$ cat config.mk
export PLATFORM = sky130hd
export DESIGN_NAME = sysex_bulk_dump_parser_unit
export DESIGN_NICKNAME = d
export VERILOG_FILES = /design/src/sbdp_pkg.sv /design/src/sysex_bulk_dump_parser_unit.sv /design/src/sbdp_cfg.sv /design/src/sbdp_in_stage.sv /design/src/sbdp_parse.sv /design/src/sbdp_out_stage.sv
export SDC_FILE = /design/constraint.sdc
export NUM_CORES = 1
export LEC_CHECK = 0
export ABC_AREA = 1
export ABC_CLOCK_PERIOD_IN_PS = 5280
export BUFFER_PORTS_ARGS = -buffer_cell sky130_fd_sc_hd__clkbuf_2
export CAP_MARGIN = 20
export CORE_UTILIZATION = 40
export CTS_CLUSTER_SIZE = 16
export DETAILED_ROUTE_END_ITERATION = 12
export PLACE_DENSITY_LB_ADDON = 0.12
export RECOVER_POWER = 100
export SLEW_MARGIN = 5
export SYNTH_ARGS = -nofsm -noshare
export SYNTH_HDL_FRONTEND = slang
export SYNTH_SLANG_ARGS = --single-unit
$ cat constraint.sdc
create_clock -name clk -period 5.28 [get_ports clk]
set_clock_uncertainty 0.05 [all_clocks]
set_input_delay 0.528 -clock clk [delete_from_list [all_inputs] [get_ports clk]]
set_output_delay 0.528 -clock clk [all_outputs]
set_load 0.01 [all_outputs]
$ cat src/sbdp_pkg.sv
// Shared types, codes and constants of the bulk-dump message parser.
`default_nettype none

package sbdp_pkg;

    // Stream bytes that frame a message.
    localparam logic [7:0] MSG_START = 8'hF0;
    localparam logic [7:0] MSG_END   = 8'hF7;

    // Byte positions inside a message, F0 being position 0.
    localparam int unsigned POS_W = 15;
    localparam logic [POS_W-1:0] POS_MAX        = 15'h7FFF;
    localparam logic [POS_W-1:0] POS_MAKER      = 15'd1;
    localparam logic [POS_W-1:0] POS_BULK       = 15'd2;
    localparam logic [POS_W-1:0] POS_MODEL      = 15'd3;
    localparam logic [POS_W-1:0] POS_COUNT_HI   = 15'd4;
    localparam logic [POS_W-1:0] POS_COUNT_LO   = 15'd5;
    localparam logic [POS_W-1:0] POS_ADDR_HI    = 15'd6;
    localparam logic [POS_W-1:0] POS_ADDR_MID   = 15'd7;
    localparam logic [POS_W-1:0] POS_ADDR_LO    = 15'd8;
    localparam logic [POS_W-1:0] POS_DATA_START = 15'd9;
    localparam logic [POS_W-1:0] POS_MIN_END    = 15'd10;

    // Configuration register indexes.
    typedef enum logic [1:0] {
        CFG_MANUFACTURER_ID    = 2'd0,
        CFG_MODEL_ID           = 2'd1,
        CFG_VOICE_ADDRESS_HIGH = 2'd2,
        CFG_MIN_DATA_BYTES     = 2'd3
    } cfg_idx_t;

    localparam logic [6:0]  RST_MANUFACTURER_ID    = 7'd67;
    localparam logic [6:0]  RST_MODEL_ID           = 7'd0;
    localparam logic [6:0]  RST_VOICE_ADDRESS_HIGH = 7'd0;
    localparam logic [13:0] RST_MIN_DATA_BYTES     = 14'd65;

    // Verdict codes.
    typedef enum logic [3:0] {
        ST_OK           = 4'd0,
        ST_NOT_SYSEX    = 4'd1,
        ST_MANUFACTURER = 4'd2,
        ST_NOT_BULK     = 4'd3,
        ST_MODEL        = 4'd4,
        ST_LENGTH       = 4'd5,
        ST_CHECKSUM     = 4'd6,
        ST_ADDRESS      = 4'd7,
        ST_TOO_SHORT    = 4'd8
    } status_t;

    typedef struct packed {
        logic [6:0]  manufacturer_id;
        logic [6:0]  model_id;
        logic [6:0]  voice_address_high;
        logic [13:0] min_data_bytes;
    } cfg_t;

    typedef struct packed {
        logic        is_verdict;
        logic [6:0]  data_byte;
        logic [13:0] data_index;
        status_t     status;
        logic [20:0] dump_address;
        logic [13:0] data_count;
        logic        last;
    } result_t;

endpackage

`default_nettype wire

$ cat src/sysex_bulk_dump_parser_unit.sv
// Top level of the bulk-dump system exclusive message parser.
`default_nettype none

// The parser takes one raw MIDI byte per item and accepts a new byte in every
// cycle as long as the output side keeps up, so a steady stream runs at one
// byte per clock. A byte is held in an input register, decoded combinationally
// against the message state once the result register is free, and any result
// lands in that output register, from which it is offered on the output. Each
// accepted byte yields at most one item: a data item (is_verdict low) for every
// data byte inside the announced count, masked to seven bits and tagged with
// its offset, and one verdict item (is_verdict and last high) at each F7 that
// closes a message. Bytes outside a message yield nothing; an F0 there opens
// a message. Data items are passed on before the message is judged, so the
// receiver must drop the data of any message whose verdict status is not zero.
// The four configuration registers are written through cfg_wr_en, cfg_index
// and cfg_wr_data, one register per cycle, and should only be changed while
// the parser is idle.

module sysex_bulk_dump_parser_unit (
    input  wire logic        clk,
    input  wire logic        rst_n,

    input  wire logic        cfg_wr_en,
    input  wire logic [1:0]  cfg_index,
    input  wire logic [13:0] cfg_wr_data,

    input  wire logic        in_valid,
    output logic             in_ready,
    input  wire logic [7:0]  byte_in,

    output logic             out_valid,
    input  wire logic        out_ready,
    output logic             is_verdict,
    output logic [6:0]       data_byte,
    output logic [13:0]      data_index,
    output logic [3:0]       status,
    output logic [20:0]      dump_address,
    output logic [13:0]      data_count,
    output logic             last
);

    sbdp_pkg::cfg_t    cfg;
    sbdp_pkg::result_t res;
    sbdp_pkg::result_t out_res;
    logic              held_valid;
    logic [7:0]        held_byte;
    logic              out_free;
    logic              take;
    logic              res_valid;

    // The held byte is decoded once the result register can take its item.
    assign take = held_valid && out_free;

    sbdp_cfg u_cfg (
        .clk         (clk),
        .rst_n       (rst_n),
        .cfg_wr_en   (cfg_wr_en),
        .cfg_index   (cfg_index),
        .cfg_wr_data (cfg_wr_data),
        .cfg         (cfg)
    );

    sbdp_in_stage u_in_stage (
        .clk        (clk),
        .rst_n      (rst_n),
        .in_valid   (in_valid),
        .in_ready   (in_ready),
        .byte_in    (byte_in),
        .take       (take),
        .held_valid (held_valid),
        .held_byte  (held_byte)
    );

    sbdp_parse u_parse (
        .clk       (clk),
        .rst_n     (rst_n),
        .step      (take),
        .byte_cur  (held_byte),
        .cfg       (cfg),
        .res_valid (res_valid),
        .res       (res)
    );

    sbdp_out_stage u_out_stage (
        .clk       (clk),
        .rst_n     (rst_n),
        .load      (res_valid),
        .res       (res),
        .free      (out_free),
        .out_valid (out_valid),
        .out_ready (out_ready),
        .out_res   (out_res)
    );

    assign is_verdict   = out_res.is_verdict;
    assign data_byte    = out_res.data_byte;
    assign data_index   = out_res.data_index;
    assign status       = out_res.status;
    assign dump_address = out_res.dump_address;
    assign data_count   = out_res.data_count;
    assign last         = out_res.last;

endmodule

`default_nettype wire

$ cat src/sbdp_cfg.sv
// Configuration registers of the bulk-dump message parser.
`default_nettype none

module sbdp_cfg (
    input  wire logic                clk,
    input  wire logic                rst_n,
    input  wire logic                cfg_wr_en,
    input  wire logic [1:0]          cfg_index,
    input  wire logic [13:0]         cfg_wr_data,
    output sbdp_pkg::cfg_t           cfg
);

    sbdp_pkg::cfg_t cfg_reg;
    sbdp_pkg::cfg_t cfg_next;

    always_comb
    begin
        cfg_next = cfg_reg;
        if (cfg_wr_en)
        begin
            unique case (sbdp_pkg::cfg_idx_t'(cfg_index))
                sbdp_pkg::CFG_MANUFACTURER_ID:    cfg_next.manufacturer_id    = cfg_wr_data[6:0];
                sbdp_pkg::CFG_MODEL_ID:           cfg_next.model_id           = cfg_wr_data[6:0];
                sbdp_pkg::CFG_VOICE_ADDRESS_HIGH: cfg_next.voice_address_high = cfg_wr_data[6:0];
                sbdp_pkg::CFG_MIN_DATA_BYTES:     cfg_next.min_data_bytes     = cfg_wr_data;
                default:                          cfg_next = cfg_reg;
            endcase
        end
    end

    always_ff @(posedge clk or negedge rst_n)
    begin
        if (!rst_n)
        begin
            cfg_reg.manufacturer_id    <= sbdp_pkg::RST_MANUFACTURER_ID;
            cfg_reg.model_id           <= sbdp_pkg::RST_MODEL_ID;
            cfg_reg.voice_address_high <= sbdp_pkg::RST_VOICE_ADDRESS_HIGH;
            cfg_reg.min_data_bytes     <= sbdp_pkg::RST_MIN_DATA_BYTES;
        end
        else
        begin
            cfg_reg <= cfg_next;
        end
    end

    assign cfg = cfg_reg;

endmodule

`default_nettype wire

$ cat src/sbdp_in_stage.sv
// Input register of the bulk-dump message parser.
`default_nettype none

module sbdp_in_stage (
    input  wire logic       clk,
    input  wire logic       rst_n,
    input  wire logic       in_valid,
    output logic            in_ready,
    input  wire logic [7:0] byte_in,
    input  wire logic       take,
    output logic            held_valid,
    output logic [7:0]      held_byte
);

    logic       valid_reg;
    logic       valid_next;
    logic [7:0] byte_reg;

    // The register is free when empty or when its item moves on this cycle.
    assign in_ready = !valid_reg || take;

    always_comb
    begin
        if (in_valid && in_ready)
            valid_next = 1'b1;
        else if (take)
            valid_next = 1'b0;
        else
            valid_next = valid_reg;
    end

    always_ff @(posedge clk or negedge rst_n)
    begin
        if (!rst_n)
            valid_reg <= 1'b0;
        else
            valid_reg <= valid_next;
    end

    always_ff @(posedge clk)
    begin
        if (in_valid && in_ready)
            byte_reg <= byte_in;
    end

    assign held_valid = valid_reg;
    assign held_byte  = byte_reg;

endmodule

`default_nettype wire

$ cat src/sbdp_parse.sv
// Message state and per-byte decode of the bulk-dump message parser.
`default_nettype none

module sbdp_parse (
    input  wire logic           clk,
    input  wire logic           rst_n,
    input  wire logic           step,
    input  wire logic [7:0]     byte_cur,
    input  wire sbdp_pkg::cfg_t cfg,
    output logic                res_valid,
    output sbdp_pkg::result_t   res
);

    logic        in_msg_reg,   in_msg_next;
    logic [14:0] position_reg, position_next;
    logic [6:0]  sum_reg,      sum_next;
    logic [13:0] count_reg,    count_next;
    logic [20:0] addr_reg,     addr_next;
    logic        maker_ok_reg, maker_ok_next;
    logic        bulk_ok_reg,  bulk_ok_next;
    logic        model_ok_reg, model_ok_next;

    logic [6:0]         b7;
    logic [14:0]        data_rel;
    logic               data_hit;
    logic [15:0]        expect_end;
    sbdp_pkg::status_t  verdict;

    assign b7         = byte_cur[6:0];
    assign data_rel   = position_reg - sbdp_pkg::POS_DATA_START;
    assign data_hit   = (position_reg >= sbdp_pkg::POS_DATA_START)
                        && (data_rel < {1'b0, count_reg});
    assign expect_end = {1'b0, sbdp_pkg::POS_MIN_END} + {2'b00, count_reg};

    // First failing check decides the verdict.
    always_comb
    begin
        priority if (position_reg < sbdp_pkg::POS_MIN_END)
            verdict = sbdp_pkg::ST_NOT_SYSEX;
        else if (!maker_ok_reg)
            verdict = sbdp_pkg::ST_MANUFACTURER;
        else if (!bulk_ok_reg)
            verdict = sbdp_pkg::ST_NOT_BULK;
        else if (!model_ok_reg)
            verdict = sbdp_pkg::ST_MODEL;
        else if ({1'b0, position_reg} != expect_end)
            verdict = sbdp_pkg::ST_LENGTH;
        else if (sum_reg != 7'd0)
            verdict = sbdp_pkg::ST_CHECKSUM;
        else if (addr_reg[20:14] != cfg.voice_address_high)
            verdict = sbdp_pkg::ST_ADDRESS;
        else if (count_reg < cfg.min_data_bytes)
            verdict = sbdp_pkg::ST_TOO_SHORT;
        else
            verdict = sbdp_pkg::ST_OK;
    end

    always_comb
    begin
        in_msg_next   = in_msg_reg;
        position_next = position_reg;
        sum_next      = sum_reg;
        count_next    = count_reg;
        addr_next     = addr_reg;
        maker_ok_next = maker_ok_reg;
        bulk_ok_next  = bulk_ok_reg;
        model_ok_next = model_ok_reg;

        res_valid        = 1'b0;
        res.is_verdict   = 1'b0;
        res.data_byte    = 7'd0;
        res.data_index   = 14'd0;
        res.status       = sbdp_pkg::ST_OK;
        res.dump_address = 21'd0;
        res.data_count   = 14'd0;
        res.last         = 1'b0;

        if (step)
        begin
            if (!in_msg_reg)
            begin
                if (byte_cur == sbdp_pkg::MSG_START)
                begin
                    in_msg_next   = 1'b1;
                    position_next = sbdp_pkg::POS_MAKER;
                    sum_next      = 7'd0;
                    count_next    = 14'd0;
                    addr_next     = 21'd0;
                    maker_ok_next = 1'b0;
                    bulk_ok_next  = 1'b0;
                    model_ok_next = 1'b0;
                end
            end
            else if (byte_cur == sbdp_pkg::MSG_END)
            begin
                in_msg_next      = 1'b0;
                res_valid        = 1'b1;
                res.is_verdict   = 1'b1;
                res.status       = verdict;
                res.dump_address = addr_reg;
                res.data_count   = count_reg;
                res.last         = 1'b1;
            end
            else
            begin
                unique case (position_reg)
                    sbdp_pkg::POS_MAKER:    maker_ok_next = (byte_cur == {1'b0, cfg.manufacturer_id});
                    sbdp_pkg::POS_BULK:     bulk_ok_next  = (byte_cur[7:4] == 4'd0);
                    sbdp_pkg::POS_MODEL:    model_ok_next = (byte_cur == {1'b0, cfg.model_id});
                    sbdp_pkg::POS_COUNT_HI: count_next    = {b7, 7'd0};
                    sbdp_pkg::POS_COUNT_LO: count_next    = {count_reg[13:7], b7};
                    sbdp_pkg::POS_ADDR_HI:  addr_next     = {b7, 14'd0};
                    sbdp_pkg::POS_ADDR_MID: addr_next     = {addr_reg[20:14], b7, 7'd0};
                    sbdp_pkg::POS_ADDR_LO:  addr_next     = {addr_reg[20:7], b7};
                    default:                addr_next     = addr_reg;
                endcase

                if (position_reg >= sbdp_pkg::POS_COUNT_HI)
                    sum_next = sum_reg + b7;

                if (position_reg != sbdp_pkg::POS_MAX)
                    position_next = position_reg + 15'd1;

                if (data_hit)
                begin
                    res_valid      = 1'b1;
                    res.data_byte  = b7;
                    res.data_index = data_rel[13:0];
                end
            end
        end
    end

    always_ff @(posedge clk or negedge rst_n)
    begin
        if (!rst_n)
        begin
            in_msg_reg   <= 1'b0;
            position_reg <= 15'd0;
            sum_reg      <= 7'd0;
            count_reg    <= 14'd0;
            addr_reg     <= 21'd0;
            maker_ok_reg <= 1'b0;
            bulk_ok_reg  <= 1'b0;
            model_ok_reg <= 1'b0;
        end
        else
        begin
            in_msg_reg   <= in_msg_next;
            position_reg <= position_next;
            sum_reg      <= sum_next;
            count_reg    <= count_next;
            addr_reg     <= addr_next;
            maker_ok_reg <= maker_ok_next;
            bulk_ok_reg  <= bulk_ok_next;
            model_ok_reg <= model_ok_next;
        end
    end

`ifndef ASSERT_OFF
    // Bytes outside a message never produce an item.
    a_idle_silent: assert property (@(posedge clk) disable iff (!rst_n)
        step && !in_msg_reg |-> !res_valid)
        else $error("item produced outside a message");

    // Inside a message the position has moved past the start byte.
    a_pos_nonzero: assert property (@(posedge clk) disable iff (!rst_n)
        in_msg_reg |-> position_reg != 15'd0)
        else $error("message open at position zero");

    // A data item always lies inside the announced data section.
    a_data_in_range: assert property (@(posedge clk) disable iff (!rst_n)
        res_valid && !res.is_verdict |-> res.data_index < count_reg)
        else $error("data item beyond the byte count");

    // A verdict closes the message.
    a_verdict_closes: assert property (@(posedge clk) disable iff (!rst_n)
        res_valid && res.is_verdict |=> !in_msg_reg)
        else $error("message still open after its verdict");
`endif

endmodule

`default_nettype wire

$ cat src/sbdp_out_stage.sv
// Result register of the bulk-dump message parser.
`default_nettype none

module sbdp_out_stage (
    input  wire logic              clk,
    input  wire logic              rst_n,
    input  wire logic              load,
    input  wire sbdp_pkg::result_t res,
    output logic                   free,
    output logic                   out_valid,
    input  wire logic              out_ready,
    output sbdp_pkg::result_t      out_res
);

    logic              valid_reg;
    logic              valid_next;
    sbdp_pkg::result_t res_reg;

    assign free = !valid_reg || out_ready;

    always_comb
    begin
        if (load)
            valid_next = 1'b1;
        else if (out_ready)
            valid_next = 1'b0;
        else
            valid_next = valid_reg;
    end

    always_ff @(posedge clk or negedge rst_n)
    begin
        if (!rst_n)
            valid_reg <= 1'b0;
        else
            valid_reg <= valid_next;
    end

    always_ff @(posedge clk)
    begin
        if (load)
            res_reg <= res;
    end

    assign out_valid = valid_reg;
    assign out_res   = res_reg;

endmodule

`default_nettype wire
==> run_results.csv, run 1 <==
group,metric,value,unit
power,power.total,5.250,mW
routing,wl_met3,861,um
routing,routed_wl,24.27,mm
timing,hold_viol_final,0,
timing,maxSlewViolCount,88,
min_path,hold_path_depth,1,
placement,port_buffers,92,
global_route,antenna_found_initial,0,
clock_network,cts_buffer_depth,2,
timing,setup_viol,0,
setup_path,r2r_cells,15,
clock_network,cts_tree,"done",
die,row_count,54,
global_route,grt_overflow_total,0,
setup_path,r2r_start,"u_parse.position_reg[0]",
synthesis,avgSynthCellArea,9.041,um^2
placement,gp_congestion,0.9156,
cells_and_area,finalNetCount,1156,
cells_and_area,final_cells,1381,
die,dieArea,23340,um^2
routing,vias_per_cell,5.131,
setup_path,cp-end-kind,"register",
global_route,grt_pass1_wl,39.24,mm
synthesis,syn_area,9095,um^2
clock_network,path_clk_slew,60,ps
cells_and_area,fill_cells,2214,
clock_network,clk_latency,420,ps
routing,antenna_left,0,
synthesis,yosysWarnings,0,
routing,drt-initial-drc-count,569,
run,maxCapViolations,2,
timing,fmax,225.8,MHz
synthesis,syn-num-nets,1074,
run_status,violations,"DRC, capacitance limit, slew limit",
setup_path,crit_fanout,33,
setup_path,cp-start-kind,"register",
placement,dp.cells,1349,
cells_and_area,diodes,0,
timing,relSlewSlack,-79.06,%
power,powerDensity,516.6,nW/um^2
timing,rsz0062_at_grt,"no",
global_route,grt_max_degree,51,
routing,drc,5,
timing,worst_pin_slew,2686,ps
die,chipWidth,152.8,um
power,peakVddDrop,0.2514,mV
min_path,min_from,"byte_in[4]",
die,core-area,22030,um^2
routing,dr_wl_met2,11.70,mm
timing,tns,0,ps
timing,finalWorstSetupSlack,850.9,ps
synthesis,synth_edf_count,69,
synthesis,ys_seq_area_share,49.81,%
routing,routed.top_layer,"met4",
power,p_leak,4.374,nW
clock_network,cts.repair.resized,0,
clock_network,cts.sinks,167,
setup_path,cp.arrival,4490,ps
synthesis,synth_ff_type,"dfrtp_1",
synthesis,post-synth-top-count-cell,"nand2_1",
synthesis,yosysTopAreaCell,"dfrtp_1",
routing,wl_per_cell,17.58,um
synthesis,synthTopCellsByArea,"dfrtp_1 (26%), edfxtp_1 (23%), nand2_1 (7.1%)",
clock_network,postCtsSetupBuffers,0,
cells_and_area,largest_register_ffs,61,
routing,dr.pass1.iters,9,
run_status,status,"finished with violations",
routing,wl_met1,11.33,mm
synthesis,synth_top_cell_area_share,25.59,%
clock_network,htreeDepth,4,
global_route,grt_pass1_vias,6961,
setup_path,crit_type,"register to register",
placement,dp_hpwl,17.63,mm
die,io_pins,93,
timing,finalCritPeriodShare,83.88,%
clock_network,root_buffer,"clkbuf_16",
cells_and_area,area_growth,11.75,%
setup_path,critical_path_required,5340,ps
synthesis,synth_cell_types,57,
die,die-height,152.8,um
global_route,grt_usage,21.86,%
synthesis,synthCells,1006,
die,start_util,41.29,%
setup_path,startpoint,"u_parse.position_reg[0]",
routing,route.vias.total,7086,
cells_and_area,drive_above_1_share,10.72,%
synthesis,ys_seq_elements,167,
clock_network,cts_buffers,17,
placement,dp_slack,1239,ps
min_path,hold_class,"input pin to register",
timing,fin_crit,4429,ps
synthesis,synthTopCellsByCount,"nand2_1 (171), inv_1 (130), dfrtp_1 (93), nor2_1 (89), o21ai_0 (70)",
synthesis,synth-async-reset-ratio,58.68,%
clock_network,cts_hold_buf,0,
-- placed cells by master (no fill, tap or decap), types with 5 or more instances in the layout --
master / instances
nand2_1: 174
inv_1: 131
nor2_1: 95
dfrtp_1: 93
o21ai_0: 76
clkbuf_1: 70
edfxtp_1: 69
nand3_1: 50
nand4_1: 42
ha_1: 38
a21oi_1: 34
xor2_1: 29
clkbuf_2: 26
nor2_2: 24
clkbuf_16: 17
nor3_1: 16
o22ai_1: 15
xnor2_1: 11
inv_2: 9
nor4_1: 7
nor2_4: 5
dfstp_2: 5
-- area by class of cell --
type / instances / area (um^2) / share of cell area [%]
Multi-Input combinational cell: 662 / 3732 / 36.72
Clock buffer: 22 / 474.2 / 4.666
Tap cell: 280 / 350.3 / 3.447
Inverter: 144 / 545.5 / 5.367
Sequential cell: 167 / 4531 / 44.58
Timing Repair Buffer: 96 / 412.9 / 4.063
Clock inverter: 10 / 117.6 / 1.157
-- cell families (layout without fill, tap and decap cells) --
logic type	count (synthesis)	after routing	synth area share, %
compound gates	153	153	9.713
xor+xnor	40	40	3.852
fa+ha+maj	39	39	5.448
buf+inv	177	272	8.103
flops	167	167	49.81
mux	1	1	0.1101
simple gates	429	429	22.96
-- per-layer routing --
metal | vias to the layer above | GRT usage, %
li1 | 3531 | -
met1 | 3375 | 30.37
met2 | 156 | 35.87
met3 | 24 | 2.474
met4 | 0 | 6.590
met5 | - | 0
-- power breakdown --
part           leakage [nW]  internal, mW  switching (mW)
clock                 0.287         0.738           0.521
sequential             1.92          1.67           0.298
combinational          2.17         0.659            1.36
total                  4.37          3.07            2.18
-- worst paths after layout --
kind	endpoint	slack [ps]
worst max-delay path	u_out_stage.out_res[57]	850
worst min-delay path	u_in_stage.held_byte[4]	230
worst max register to register	u_out_stage.out_res[57]	850
worst min register to register	u_cfg.cfg[4]	440
max in group asynchronous	u_parse.position_reg[7]	1840
min in group asynchronous	u_cfg.cfg[17]	900
-- stage by stage --
stage,hold WS [ps],util [%],area (um^2)
after floorplan,182.4,-,9095
after global placement,419.2,44.34,9767
after detailed placement,424.6,44.34,9767
after CTS,94.75,47.03,10360
after global routing,215.0,46.14,10160
final,227.4,46.14,10160
-- critical path: stages (launching register included) --
cell and delay [ps]:
dfrtp_1 520, inv_1 220, ha_1 260, inv_1 70, nor2_2 170, nor2_4 70, nor2_1 260, xor2_1 260
inv_1 70, ha_1 290, a21oi_1 140, o21ai_0 90, o21ai_1 210, nand3_1 130, nand2_1 980, buf_12 310
No activity file was read; power rests on OpenSTA's default activity.
==> run 2, diff against run 1 <==
--- a/config.mk
+++ b/config.mk
@@ -6,7 +6,7 @@
 export NUM_CORES = 1
 export LEC_CHECK = 0
 export ABC_AREA = 1
-export ABC_CLOCK_PERIOD_IN_PS = 5280
+export ABC_CLOCK_PERIOD_IN_PS = 4080
 export BUFFER_PORTS_ARGS = -buffer_cell sky130_fd_sc_hd__clkbuf_2
 export CAP_MARGIN = 20
 export CORE_UTILIZATION = 40
==> constraint.sdc (replaced) <==
create_clock -name clk -period 4.08 [get_ports clk]
set_clock_uncertainty 0.05 [all_clocks]
set_input_delay 0.408 -clock clk [delete_from_list [all_inputs] [get_ports clk]]
set_output_delay 0.408 -clock clk [all_outputs]
set_load 0.01 [all_outputs]
==> run 2 against run 1 <==
The run ends with capacitance limit, slew limit left. Via count increased by 1.6%. Final area rose by 0.11%. Hold slack lost 140 ps. Core utilization up 0.051 points. Sequential share of layout area barely moved. Global-route usage increased by 0.41 points. First-iteration DRC count is 7.7% lower. Clock power is 25% higher. Wire length is 2.7% higher. Clock-buffer cell count is 1 lower. Register-to-register slack lost 450 ps.
==> run_results.csv, run 2 (synthesized netlist as in run 1, its figures left out) <==
group,metric,value,unit
timing,hold_viol_final,0,
routing,antenna_left,0,
timing,worst_pin_slew,3204,ps
placement,port_buffers,92,
clock_network,htreeDepth,4,
clock_network,cts.sinks,167,
setup_path,cpPeakStageDelay,510,ps
clock_network,postCtsSetupBuffers,0,
global_route,grt_overflow_total,0,
setup_path,cp-start-kind,"register",
setup_path,path_buf_inv,4,
timing,setup_viol,0,
routing,vias_per_cell,5.184,
die,chipWidth,152.8,um
timing,fmax,272.1,MHz
cells_and_area,finalNetCount,1163,
cells_and_area,diodes,0,
setup_path,r2r_end,"u_out_stage.out_res[2]",
routing,drc,0,
global_route,grt_pass1_wl,39.54,mm
routing,wl_per_cell,17.96,um
cells_and_area,largest_register_ffs,61,
setup_path,critical-path-top-delay-family,"simple AND/OR/NAND/NOR gates",
setup_path,crit_chain,"inv_1, ha_1, inv_1, nor2_2, nor2_4, nor2_1, xor2_1, inv_1, ha_1, a21oi_1, o21ai_0, o21ai_1, nand3_1, nand2_1, clkbuf_4",
power,peakVddDrop,0.2889,mV
timing,tns,0,ps
global_route,gr-max-usage-layer,"met2",
clock_network,cts_hold_buf,0,
setup_path,critical_path_required,4140,ps
clock_network,cts.repair.resized,0,
timing,relSlewSlack,-113.6,%
clock_network,cts_buffer_depth,2,
routing,route.vias.total,7196,
setup_path,cp.arrival,3730,ps
setup_path,startpoint,"u_parse.position_reg[0]",
die,row_count,54,
die,core-area,22030,um^2
setup_path,r2r_cells,15,
global_route,grt_max_degree,59,
power,powerDensity,665.1,nW/um^2
run,maxCapViolations,1,
placement,gp_congestion,0.9590,
global_route,grt_util_met3,3.299,%
cells_and_area,final_common_cell,"nand2_1",
placement,dp.cells,1356,
placement,dp_hpwl,18.07,mm
global_route,antenna_found_initial,0,
global_route,grt_usage,22.27,%
cells_and_area,area_growth,11.87,%
routing,routed_wl,24.92,mm
die,start_util,41.29,%
die,dieArea,23340,um^2
setup_path,cp_common_cell,"inv_1",
power,p_leak,4.398,nW
setup_path,path_depth,15,
clock_network,clk_latency,440,ps
timing,maxSlewViolCount,59,
clock_network,path_clk_slew,70,ps
setup_path,crit_type,"register to register",
setup_path,r2r_slack,400,ps
min_path,hold_class,"input pin to register",
cells_and_area,final_cells,1388,
cells_and_area,drive_above_1_share,10.29,%
global_route,grt_pass1_vias,6888,
timing,rsz0062_at_grt,"no",
routing,drt-initial-drc-count,525,
setup_path,endpoint,"u_out_stage.out_res[2]",
cells_and_area,layout_common_cells,"nand2_1 (174), inv_1 (132), nor2_1 (103)",
setup_path,cp-end-kind,"register",
global_route,grt_use_met1,30.54,%
clock_network,root_buffer,"clkbuf_16",
die,die-height,152.8,um
setup_path,r2r_start,"u_parse.position_reg[0]",
timing,fin_crit,3676,ps
routing,dr.pass1.iters,7,
clock_network,cts_buffers,17,
run_status,violations,"capacitance limit, slew limit",
setup_path,cp_slowest_cell,"dfrtp_1",
timing,finalCritPeriodShare,90.09,%
global_route,grtUsageMet2,36.48,%
clock_network,cts_tree,"done",
cells_and_area,fill_cells,2224,
die,io_pins,93,
setup_path,crit_fanout,21,
run_status,status,"finished with violations",
run 2: changes by cell type in the layout (fill, tap and decap cells not counted), sizes merged:
cell and change:
clkbuf +1, clkinvlp -1, bufinv -1, inv +4
clkinv -1, buf +5
run 2: per-layer routing:
metal / part of all wire [%] / wire [um] / up-vias
met5: 0 / 0 / -
met2: 48 / 12000 / 167
met1: 47 / 11590 / 3468
met3: 3.9 / 962 / 24
li1: - / - / 3537
met4: 1.5 / 369 / 0
run 2: worst min-delay path by stage:
stage                  from                      end  slack (ps)  cells after the start
6_report         byte_in[1]  u_in_stage.held_byte[1]          90                      1
5_1_grt          byte_in[4]  u_in_stage.held_byte[4]          70                      1
4_1_cts               rst_n            u_cfg.cfg[20]          20                      1
3_5_place_dp   u_cfg.cfg[1]             u_cfg.cfg[1]         430                      2
3_3_place_gp   u_cfg.cfg[4]             u_cfg.cfg[4]         420                      2
2_1_floorplan         rst_n            u_cfg.cfg[10]          60                      0
run 2: metrics by stage:
step                setup slack [ps]  hold slack [ps]  area, um^2  total power, mW  utilization [%]
floorplan                      537.0            62.41        9097            4.440                -
global placement               651.1            416.9        9832            5.263            44.64
detailed placement             485.8            431.4        9832            5.291            44.64
CTS                            496.2            19.70       10390            6.883            47.16
global route                   96.32            71.96       10170            7.275            46.19
finish                         404.3            88.52       10170            6.767            46.19
run 2: area by class of cell:
| class | count | area (um^2) | share of cell area, % |
|---|---|---|---|
| Sequential cell | 167 | 4531 | 44.53 |
| Timing Repair Buffer | 103 | 475.5 | 4.673 |
| Multi-Input combinational cell | 662 | 3716 | 36.52 |
| Tap cell | 280 | 350.3 | 3.443 |
| Clock inverter | 11 | 115.1 | 1.131 |
| Clock buffer | 21 | 440.4 | 4.329 |
| Inverter | 144 | 546.8 | 5.374 |
run 2: where the power goes:
group,switching [mW],internal [mW]
Clock,0.728,0.856
Sequential,0.372,2.16
Combinational,1.77,0.876
==> run 3, diff against run 2 <==
--- a/config.mk
+++ b/config.mk
@@ -10,6 +10,7 @@
 export BUFFER_PORTS_ARGS = -buffer_cell sky130_fd_sc_hd__clkbuf_2
 export CAP_MARGIN = 20
 export CORE_UTILIZATION = 40
+export CTS_BUF_LIST = sky130_fd_sc_hd__clkbuf_8
 export CTS_CLUSTER_SIZE = 16
 export DETAILED_ROUTE_END_ITERATION = 12
 export PLACE_DENSITY_LB_ADDON = 0.12
==> run 3 against run 2 <==
The run now ends clean. Power fell by 6.3%. Die area stayed put. Sequential share of layout area increased by 0.84 points. Worst setup slack gained 29 ps. Core utilization decreased by 0.85 points. Register-to-register slack gained 30 ps. Non-clock buffer count increased by 1. Hold slack lost 42 ps. Final area fell by 1.8%. Critical path type unchanged.
==> run_results.csv, run 3 (synthesized netlist as in run 1, its figures left out) <==
group,metric,value,unit
die,row_count,54,
die,dieArea,23340,um^2
timing,maxSlewViolCount,0,
timing,fin_crit,3646,ps
timing,finalCritPeriodShare,89.37,%
clock_network,htreeDepth,4,
clock_network,path_clk_slew,100,ps
setup_path,crit_fanout,21,
die,chipWidth,152.8,um
clock_network,cts_buffers,17,
clock_network,cts_buffer_depth,2,
die,io_pins,93,
cells_and_area,area_growth,9.809,%
cells_and_area,finalNetCount,1164,
cells_and_area,regArea,4531,um^2
setup_path,r2r_end,"u_out_stage.out_res[2]",
die,start_util,41.29,%
timing,setup_viol,0,
power,power.total,6.342,mW
clock_network,clk_latency,480,ps
global_route,grt_pass1_wl,39.43,mm
global_route,grt_overflow_total,0,
global_route,antenna_found_initial,0,
setup_path,cp.arrival,3740,ps
timing,relSlewSlack,1.402,%
run,maxCapViolations,0,
setup_path,cp-end-kind,"register",
die,die-height,152.8,um
cells_and_area,multi_input_area,3711,um^2
setup_path,cp-start-kind,"register",
timing,fmax,274.2,MHz
cells_and_area,diodes,0,
setup_path,endpoint,"u_out_stage.out_res[2]",
setup_path,critical_path_required,4180,ps
timing,hold_viol_final,0,
routing,vias_per_cell,5.204,
setup_path,r2r_start,"u_parse.position_reg[6]",
routing,route.vias.total,7229,
routing,drc,0,
global_route,grt_pass1_vias,6890,
clock_network,root_buffer,"clkbuf_8",
placement,port_buffers,92,
cells_and_area,final_common_cell,"nand2_1",
min_path,hold_path_depth,1,
setup_path,r2r_slack,430,ps
setup_path,crit_type,"register to register",
routing,drt-initial-drc-count,479,
routing,dr.pass1.iters,7,
global_route,grt_max_degree,59,
placement,dp_hpwl,18.07,mm
setup_path,r2r_cells,14,
cells_and_area,drive_above_1_share,10.19,%
setup_path,startpoint,"u_parse.position_reg[6]",
power,p_leak,4.326,nW
timing,tns,0,ps
clock_network,cts.sinks,167,
power,peakVddDrop,0.2371,mV
die,core-area,22030,um^2
global_route,grt_usage,22.17,%
clock_network,cts_tree,"done",
run_status,status,"finished, final reports clean",
timing,worst_pin_slew,1479,ps
routing,routed_wl,24.90,mm
cells_and_area,largest_register_ffs,61,
min_path,hold_class,"input pin to register",
placement,gp_congestion,0.9590,
routing,antenna_left,0,
cells_and_area,layout_common_cells,"nand2_1 (174), inv_1 (136), nor2_1 (103)",
routing,wl_per_cell,17.93,um
power,powerDensity,635.0,nW/um^2
timing,rsz0062_at_grt,"no",
cells_and_area,fill_cells,2251,
-- run 3: cell types whose count changed in the layout (fill, tap and decap cells not counted) --
cell and change:
clkbuf_2 -1, nor2_2 +1, nor2_4 -1, inv_1 +4, dlygate4sd3_1 +1, clkbuf_8 +17, clkbuf_16 -17, clkbuf_1 -3
-- run 3: power breakdown --
group	internal (mW)	switching, mW	leakage (nW)
clock	0.488	0.678	0.194
combinational	0.872	1.78	2.21
sequential	2.16	0.369	1.92
total	3.52	2.82	4.33
-- run 3: routing by layer --
layer | up-vias | share of wire, % | global-route usage, %
met5 | - | 0 | 0
met4 | 0 | 1.5 | 6.590
met3 | 33 | 4.0 | 3.271
met2 | 190 | 48 | 36.41
met1 | 3472 | 46 | 30.29
li1 | 3534 | - | -
-- run 3: how the worst min path moves through the flow --
stage | start | to | slack (ps)
2_1_floorplan | rst_n | u_cfg.cfg[10] | 60
3_3_place_gp | u_cfg.cfg[4] | u_cfg.cfg[4] | 420
3_5_place_dp | u_cfg.cfg[1] | u_cfg.cfg[1] | 430
4_1_cts | byte_in[1] | u_in_stage.held_byte[1] | 30
5_1_grt | byte_in[4] | u_in_stage.held_byte[4] | 20
6_report | byte_in[6] | u_in_stage.held_byte[6] | 50
-- run 3: area by class of cell --
| cell class | count | area share, % |
|---|---|---|
| Clock buffer | 17 | 2.343 |
| Clock inverter | 15 | 1.303 |
| Inverter | 144 | 5.475 |
| Multi-Input combinational cell | 662 | 37.16 |
| Sequential cell | 167 | 45.36 |
| Tap cell | 280 | 3.508 |
| Timing Repair Buffer | 104 | 4.848 |
-- run 3: repair_timing --
action,CTS,global route
gates resized for setup,0,0
endpoints found under the setup margin,0,0
setup buffers,0,0
endpoints found under the hold margin,51,0
hold buffers,1,0
-- run 3: worst max-delay path: stages (launching register included) --
cell and delay [ps]:
dfrtp_1 460, nor2_1 380, nand2_4 160, nor2_8 180
inv_1 130, nor2_1 280, xor2_1 250, inv_1 70
ha_1 280, a21oi_1 140, o21ai_0 80, o21ai_1 190
nand3_1 150, nand2_1 150, clkbuf_4 350
-- run 3: stage by stage --
step / std cells / hold slack [ps] / setup WS [ps] / utilization, % / cell area (um^2)
final: 1389 / 46.64 / 433.7 / 45.34 / 9987
after global placement: 1356 / 416.9 / 651.1 / 44.64 / 9832
after detailed placement: 1356 / 431.4 / 485.8 / 44.64 / 9832
after floorplan: 1006 / 62.41 / 537.0 / - / 9097
after CTS: 1389 / 30.76 / 492.6 / 46.34 / 10210
after global routing: 1389 / 17.73 / 96.82 / 45.34 / 9987
